$ cat src/hw/rtl/msx_pkg.sv
`default_nettype none
// ----------------------------------------------------------------------------
// msx_pkg
// Types, codes and sizes shared by the MIPS-subset execute block.
// ----------------------------------------------------------------------------
package msx_pkg;

	// data memory size in words and its address width
	localparam int MEM_WORDS = 4096;
	localparam int MEM_AW    = $clog2(MEM_WORDS);

	// register file
	localparam int REG_COUNT = 32;
	localparam int REG_AW    = $clog2(REG_COUNT);

	// request actions
	localparam logic [1:0] ACT_EXEC        = 2'd0;
	localparam logic [1:0] ACT_PRELOAD_REG = 2'd1;
	localparam logic [1:0] ACT_PRELOAD_MEM = 2'd2;

	// primary opcodes
	localparam logic [5:0] OP_SPECIAL = 6'd0;
	localparam logic [5:0] OP_J       = 6'd2;
	localparam logic [5:0] OP_JAL     = 6'd3;
	localparam logic [5:0] OP_BEQ     = 6'd4;
	localparam logic [5:0] OP_BNE     = 6'd5;
	localparam logic [5:0] OP_BLEZ    = 6'd6;
	localparam logic [5:0] OP_BGTZ    = 6'd7;
	localparam logic [5:0] OP_JR      = 6'd8;
	localparam logic [5:0] OP_LW      = 6'd35;
	localparam logic [5:0] OP_SW      = 6'd43;

	// function codes under the special opcode
	localparam logic [5:0] FN_SLL = 6'd0;
	localparam logic [5:0] FN_SRL = 6'd2;
	localparam logic [5:0] FN_ADD = 6'd32;
	localparam logic [5:0] FN_SUB = 6'd34;

	// link register for jal
	localparam logic [4:0] REG_LINK = 5'd31;

	// marker for no previous destination
	localparam logic [5:0] NONE_DEST = 6'd63;

	// kind of the last executed instruction
	typedef enum logic [1:0] {
		KIND_NONE,
		KIND_ALU,
		KIND_LOAD,
		KIND_OTHER
	} kind_t;

	// request payload
	typedef struct packed {
		logic        [1:0]  action;
		logic        [31:0] instruction;
		logic        [11:0] preload_index;
		logic signed [31:0] preload_value;
	} req_t;

	// response payload
	typedef struct packed {
		logic        [25:0] next_pc;
		logic               reg_written;
		logic        [4:0]  dest_reg;
		logic signed [31:0] dest_value;
		logic               stall_flag;
		logic               forward_flag;
		logic               halted;
	} rsp_t;

	// register file write
	typedef struct packed {
		logic              en;
		logic [REG_AW-1:0] addr;
		logic [31:0]       data;
	} reg_wr_t;

	// state updates produced by the execute logic
	typedef struct packed {
		logic              commit;
		logic [25:0]       pc;
		logic [5:0]        prior_dest;
		kind_t             kind;
		reg_wr_t           reg_wr;
		logic              mem_we;
		logic              is_load;
		logic [MEM_AW-1:0] mem_addr;
		logic [31:0]       mem_data;
	} upd_t;

endpackage
`default_nettype wire

$ cat src/hw/rtl/msx_exec.sv
`default_nettype none
// ----------------------------------------------------------------------------
// msx_exec
// Decode, execute, hazard flags and state updates for one request.
// ----------------------------------------------------------------------------
module msx_exec (
	input  wire msx_pkg::req_t  req,
	input  wire logic [31:0]    a,
	input  wire logic [31:0]    b,
	input  wire logic [25:0]    pc,
	input  wire logic [5:0]     prior_dest,
	input  wire msx_pkg::kind_t last_kind,
	input  wire logic [31:0]    mem_rdata,
	output      msx_pkg::rsp_t  rsp,
	output      msx_pkg::upd_t  upd
);

	logic [5:0]  opc;
	logic [4:0]  rs;
	logic [4:0]  rt;
	logic [4:0]  rd;
	logic [4:0]  sh;
	logic [5:0]  fn;
	logic [15:0] off;
	logic [25:0] tgt;
	logic [25:0] pc_inc;
	logic [31:0] addr_sum;
	logic [31:0] pidx_ext;
	logic [31:0] srl_bias;
	logic [31:0] srl_sum;
	logic        known;
	logic        use_rs;
	logic        use_rt;
	logic        hit;
	logic [25:0] npc;
	logic        wr;
	logic [4:0]  wreg;
	logic [31:0] wval;

	// instruction fields
	assign opc      = req.instruction[31:26];
	assign rs       = req.instruction[25:21];
	assign rt       = req.instruction[20:16];
	assign rd       = req.instruction[15:11];
	assign sh       = req.instruction[10:6];
	assign fn       = req.instruction[5:0];
	assign off      = req.instruction[15:0];
	assign tgt      = req.instruction[25:0];
	assign pc_inc   = pc + 26'd1;
	assign addr_sum = a + 32'(off[15:2]);
	assign pidx_ext = 32'(req.preload_index);

	// arithmetic right shift rounding toward zero
	assign srl_bias = b[31] ? ((32'd1 << sh) - 32'd1) : 32'd0;
	assign srl_sum  = b + srl_bias;

	// decode and execute
	always_comb begin
		known  = 1'b1;
		use_rs = 1'b0;
		use_rt = 1'b0;
		npc    = pc_inc;
		wr     = 1'b0;
		wreg   = '0;
		wval   = '0;
		upd    = '0;
		upd.kind       = msx_pkg::KIND_OTHER;
		upd.prior_dest = msx_pkg::NONE_DEST;
		upd.mem_addr   = addr_sum[msx_pkg::MEM_AW-1:0];
		upd.mem_data   = b;
		unique case (opc)
			msx_pkg::OP_SPECIAL: begin
				use_rs = 1'b1;
				use_rt = 1'b1;
				upd.prior_dest = {1'b0, rd};
				upd.kind = msx_pkg::KIND_ALU;
				wr   = 1'b1;
				wreg = rd;
				unique case (fn)
					msx_pkg::FN_ADD: wval = a + b;
					msx_pkg::FN_SUB: wval = a - b;
					msx_pkg::FN_SLL: wval = b << sh;
					msx_pkg::FN_SRL: wval = 32'($signed(srl_sum) >>> sh);
					default:         known = 1'b0;
				endcase
			end
			msx_pkg::OP_LW: begin
				use_rs = 1'b1;
				upd.prior_dest = {1'b0, rt};
				upd.kind = msx_pkg::KIND_LOAD;
				upd.is_load = 1'b1;
				wr   = 1'b1;
				wreg = rt;
				wval = mem_rdata;
			end
			msx_pkg::OP_SW: begin
				use_rs = 1'b1;
				use_rt = 1'b1;
				upd.mem_we = 1'b1;
			end
			msx_pkg::OP_J: npc = tgt;
			msx_pkg::OP_JAL: begin
				wr   = 1'b1;
				wreg = msx_pkg::REG_LINK;
				wval = 32'(pc) + 32'd1;
				npc  = tgt;
			end
			msx_pkg::OP_JR: begin
				use_rs = 1'b1;
				npc    = a[25:0];
			end
			msx_pkg::OP_BEQ: begin
				use_rs = 1'b1;
				use_rt = 1'b1;
				if (a == b) npc = 26'(off);
			end
			msx_pkg::OP_BNE: begin
				use_rs = 1'b1;
				use_rt = 1'b1;
				if (a != b) npc = 26'(off);
			end
			msx_pkg::OP_BLEZ: begin
				use_rs = 1'b1;
				if ($signed(a) <= 32'sd0) npc = 26'(off);
			end
			msx_pkg::OP_BGTZ: begin
				use_rs = 1'b1;
				if ($signed(a) > 32'sd0) npc = 26'(off);
			end
			default: known = 1'b0;
		endcase

		hit = (prior_dest < 6'd32) &&
			((use_rs && prior_dest[4:0] == rs) || (use_rt && prior_dest[4:0] == rt));

		rsp = '0;
		rsp.next_pc = pc;
		if (req.action == msx_pkg::ACT_EXEC) begin
			if (known) begin
				rsp.next_pc      = npc;
				rsp.reg_written  = wr;
				rsp.dest_reg     = wreg;
				rsp.dest_value   = wval;
				rsp.stall_flag   = hit && last_kind == msx_pkg::KIND_LOAD;
				rsp.forward_flag = hit && last_kind == msx_pkg::KIND_ALU;
				upd.commit       = 1'b1;
				upd.pc           = npc;
				upd.reg_wr.en    = wr;
				upd.reg_wr.addr  = wreg;
				upd.reg_wr.data  = wval;
			end else begin
				rsp.halted  = 1'b1;
				upd.mem_we  = 1'b0;
				upd.is_load = 1'b0;
			end
		end else begin
			// preloads touch neither hazard state nor pc
			upd.mem_we  = 1'b0;
			upd.is_load = 1'b0;
			if (req.action == msx_pkg::ACT_PRELOAD_REG && req.preload_index < 12'd32) begin
				upd.reg_wr.en   = 1'b1;
				upd.reg_wr.addr = req.preload_index[4:0];
				upd.reg_wr.data = req.preload_value;
			end else if (req.action == msx_pkg::ACT_PRELOAD_MEM) begin
				upd.mem_we   = 1'b1;
				upd.mem_addr = pidx_ext[msx_pkg::MEM_AW-1:0];
				upd.mem_data = req.preload_value;
			end
		end
	end

endmodule
`default_nettype wire

$ cat config.mk
export PLATFORM = sky130hd
export DESIGN_NAME = msx_exec
export DESIGN_NICKNAME = d
export VERILOG_FILES = /design/src/hw/rtl/msx_pkg.sv /design/src/hw/rtl/msx_exec.sv
export SDC_FILE = /design/constraint.sdc
export NUM_CORES = 1
export LEC_CHECK = 0
export BUFFER_PORTS_ARGS = -buffer_cell sky130_fd_sc_hd__buf_2
export CORE_MARGIN = 1.5
export CORE_UTILIZATION = 30
export DETAILED_ROUTE_END_ITERATION = 7
export PLACE_DENSITY_LB_ADDON = 0.05
export SYNTH_ARGS = -nofsm -noshare
export SYNTH_HDL_FRONTEND = slang
export SYNTH_SLANG_ARGS = --single-unit
$ cat constraint.sdc
create_clock -name vclk -period 14.6
set_input_delay 0.73 -clock vclk [all_inputs]
set_output_delay 0.73 -clock vclk [all_outputs]
set_load 0.005 [all_outputs]
Word level (Yosys, flattened, before mapping)
Index checks and enable logic that the tools add are counted.
Word-level totals
  bits in writable memories: 0
  word-level logic and storage cells: 81
  memories kept: 0
  ROM bits: 0
  output and inout bits: 186
  bits in registers: 0
  bits in latches: 0
Cells by class
  add/subtract/negate cells: 7
  multiplexer cells: 31
  shift-type cells: 3
  divide/modulo/power cells: 0
  multipliers: 0
  reductions and logical operators: 16
  bitwise logic cells: 0
  magnitude comparators: 4
  equal/unequal tests: 20
Operators with widths (number)
  26-bit case mux with 6 select lines: 1
  44-bit 2-to-1 mux: 3
  32-bit case mux with 4 select lines: 1
  26-bit 2-to-1 mux: 4
  32-bit case mux with 3 select lines: 1
  38-bit 2-to-1 mux: 2
  67-bit 2-to-1 mux: 1
  66-bit 2-to-1 mux: 1
  32-bit adder: 2
  27-bit 2-to-1 mux: 2
  40-bit 2-to-1 mux: 1
  32-bit equality test: 1
  32-bit by 1-bit greater-than comparator with 1-bit output, second input constant: 1
  32-bit by 1-bit <= comparator with 1-bit output, second input constant: 1
  32-bit 2-to-1 mux: 1
  32-bit inequality test: 1
  1-bit by 5-bit left shift with 32-bit output, first input constant: 1
  32-bit by 5-bit left shift with 32-bit output: 1
  32-bit by 5-bit >>> shifter with 32-bit output: 1
  32-bit by 1-bit subtractor with 32-bit output, second input constant: 1
  32-bit subtractor: 1
  26-bit by 1-bit adder with 27-bit output, second input constant: 1
  26-bit by 1-bit adder with 26-bit output, second input constant: 1
  6-bit by 3-bit equality test with 1-bit output, second input constant: 4
  other kinds (23): 46

Depth between registers and ports, before layout
  depth after elaboration: 9
  gate-level depth with buffers: 27
  mapped depth without buffers: 22

Least setup slack after synthesis
No wires, ideal clock.
  kind: input-to-output
  start: in req[50] in the netlist's numbering
  end: out upd[56] in the netlist's numbering
  stages on the path: 24
  slack: 8056 ps
  arrival: 5814 ps
  path through: buf_2 buf_2 clkbuf_1 nor2_1 nand2_1 ha_1 clkbuf_1 clkinv_1 nor2_1 a22oi_1 o32ai_1 and2_1 ha_1 a21oi_1 nand2_1 o21ai_1 a31oi_1 or3_1 and4_1 a221o_1 mux2_2 o21a_1 o31a_1 a21o_1
RTL lines
  start: declaration: line msx_exec.sv:7  | input wire msx_pkg::req_t req,
  end: declaration: line msx_exec.sv:15  | output msx_pkg::upd_t upd

==> out/metrics.json <==
{
  "critPathLaunchType": {"value": "input port"},
  "final.min_clock_period": {"value": 8.96, "unit": "ns"},
  "yosys-top-cells-count": {"value": "nand2_1, nor2_1, a21oi_1"},
  "synthesis.nets": {"value": 2450},
  "finish.net_count": {"value": 2732},
  "worstPathArrival": {"value": 8.23, "unit": "ns"},
  "post_cts.repair.setup_buffers": {"value": 0},
  "portBuffers": {"value": 394},
  "design.seq.count": {"value": 0},
  "max_clock_freq": {"value": 0.112, "unit": "GHz"},
  "floorplan.core_area": {"value": 0.0446, "unit": "mm2"},
  "drt-initial-drc-count": {"value": 2499},
  "grt_overflow_total": {"value": 0},
  "fin_setup_tns": {"value": 0, "unit": "ns"},
  "worst_pin_slew": {"value": 1.49, "unit": "ns"},
  "number_of_clock_buffers_in_the_layout": {"value": 0},
  "start_util": {"value": 30.6, "unit": "%"},
  "rsz0062_at_grt": {"value": "no"},
  "setup_viol_count_final": {"value": 0},
  "synth_largest_area_cell": {"value": "ha_1"},
  "ios": {"value": 394},
  "cts_hold_buf": {"value": 0},
  "run_status": {"value": "finished, violations left"},
  "post_synth_main_area_contributors": {"value": "ha_1, nand2_1, a21oi_1"},
  "final_hold_viol_count": {"value": 0},
  "final_max_slew_viol_count": {"value": 1},
  "regArea": {"value": 0, "unit": "um2"},
  "crit_path_max_fanout": {"value": 31},
  "critPathRequiredTime": {"value": 13.87, "unit": "ns"},
  "drt_first_pass_iters": {"value": 6},
  "rows": {"value": 77},
  "dr_drc_count": {"value": 0},
  "dp_hpwl": {"value": 72700, "unit": "um"},
  "critPathKind": {"value": "input port to output port"},
  "post_route_cells_drive_above_1_share": {"value": 21.6, "unit": "%"},
  "grt_first_pass_wirelength": {"value": 125000, "unit": "um"},
  "post_synth_instance_area": {"value": 0.0137, "unit": "mm2"},
  "grtUsageTotal": {"value": 35.8, "unit": "%"},
  "grt_start_max_net_pins": {"value": 73},
  "flow.area_growth_from_synthesis": {"value": 17.6, "unit": "%"},
  "violations": {"value": "capacitance limit, slew limit"},
  "timing.slew.headroom": {"value": -0.402, "unit": "%"},
  "synth.yosys.warnings": {"value": 0},
  "fp.dieW": {"value": 216, "unit": "um"},
  "synth_top_cell_area_share": {"value": 9.71, "unit": "%"},
  "worstHoldPathCells": {"value": 3},
  "syn_inst": {"value": 2132},
  "antenna_found_initial": {"value": 5},
  "library_cell_with_the_highest_instance_count_after_synthesis": {"value": "nand2_1"},
  "min_period_over_period": {"value": 61.4, "unit": "%"},
  "vias_per_cell": {"value": 6.34},
  "postRouteAntennaNets": {"value": 0},
  "post_cts_resized": {"value": 0},
  "synth_seq_area_share": {"value": 0, "unit": "%"},
  "maxCapViolCount": {"value": 1},
  "hp-class": {"value": "input port to output port"},
  "drt-total-wl": {"value": 88100, "unit": "um"},
  "ys_types": {"value": 91},
  "die-height": {"value": 216, "unit": "um"},
  "detail_route.wl_per_cell": {"value": 29.3, "unit": "um"},
  "vias_in_the_first_global_route": {"value": 17400},
  "endpoint_kind": {"value": "output port"},
  "syn-mean-instance-area": {"value": 6.41, "unit": "um2"},
  "die_area": {"value": 0.0468, "unit": "mm2"},
  "gp_congestion": {"value": 0.977},
  "route.vias.total": {"value": 19100}
}
==> cells in the final DEF (no fill, tap or decap), types with 18 or more instances in the layout <==
master,count
nand2_1,255
nor2b_1,19
o211ai_1,38
buf_2,394
a211oi_1,26
nor4_1,26
mux4_2,33
nand4_1,26
a22oi_1,46
a21oi_1,174
xnor2_1,76
nor3_1,47
mux2i_1,45
a31oi_1,19
inv_1,99
and2_1,24
o22ai_1,23
nor2_1,210
ha_1,106
or3_1,19
xor2_1,28
o21a_1,20
a21o_1,73
nand3_1,62
buf_4,39
o21ai_0,172
o22a_1,18
==> stage by stage <==
step	hold WS [ns]	std cells	worst slack, ns	instance area, um2	util [%]
6_report	1.70	3007	5.64	16100	36.0
3_3_place_gp	1.71	3004	6.14	16000	36.0
5_1_grt	1.73	3006	5.28	16100	36.0
2_1_floorplan	1.49	2132	8.06	13700	-
3_5_place_dp	1.71	3004	6.11	16000	36.0
4_1_cts	1.71	3004	6.07	16000	36.0
==> cell type report <==
| class | count | area (um2) |
|---|---|---|
| diodes | 3 | 7.51 |
| fillers | 5039 | 28600 |
| well taps | 592 | 741 |
| inverters | 103 | 387 |
| repair buffers | 433 | 2260 |
| multi-input cells | 1876 | 12700 |
==> worst max-delay path: stages <==
cell	delay (ns)
buf_2	0.09
buf_4	0.23
inv_2	0.45
nand2_1	0.31
nor2_1	0.40
nand2_1	0.18
ha_1	0.33
nor2_1	0.65
a31oi_1	0.17
o22ai_1	0.25
and2_1	0.17
ha_1	0.18
nand3_1	0.11
o2111ai_1	0.60
nand4_1	0.42
a31o_2	0.37
nand2_1	0.08
xor2_1	0.29
o22ai_1	0.22
or3_1	0.39
a221oi_1	0.52
o21ai_0	0.61
o211ai_1	0.27
buf_2	0.15
==> layer usage <==
metal	wire length, um	share of wire (%)	vias up	GRT usage (%)
met5	23	0.026	-	0
met4	2320	2.6	4	8.36
met3	8070	9.2	99	6.18
met2	36600	42	1040	52.7
met1	41000	47	9359	53.3
li1	-	-	8566	-
==> worst paths after layout <==
check,to,from
hold / removal,rsp[2],last_kind[0]
setup / recovery,upd[49],req[52]
==> kinds of logic (layout without fill, tap and decap cells) <==
family / count (synthesis) / in the layout / share of synthesized area [%]
and+or+nand+nor: 760 / 760 / 25.9
AOI/OAI and AO/OA: 814 / 814 / 40.0
muxes: 88 / 88 / 9.56
adders and majority gates: 110 / 110 / 10.3
buffers and inverters: 256 / 536 / 7.49
other: 0 / 3 / 0
xor gates and xnor gates: 104 / 104 / 6.67
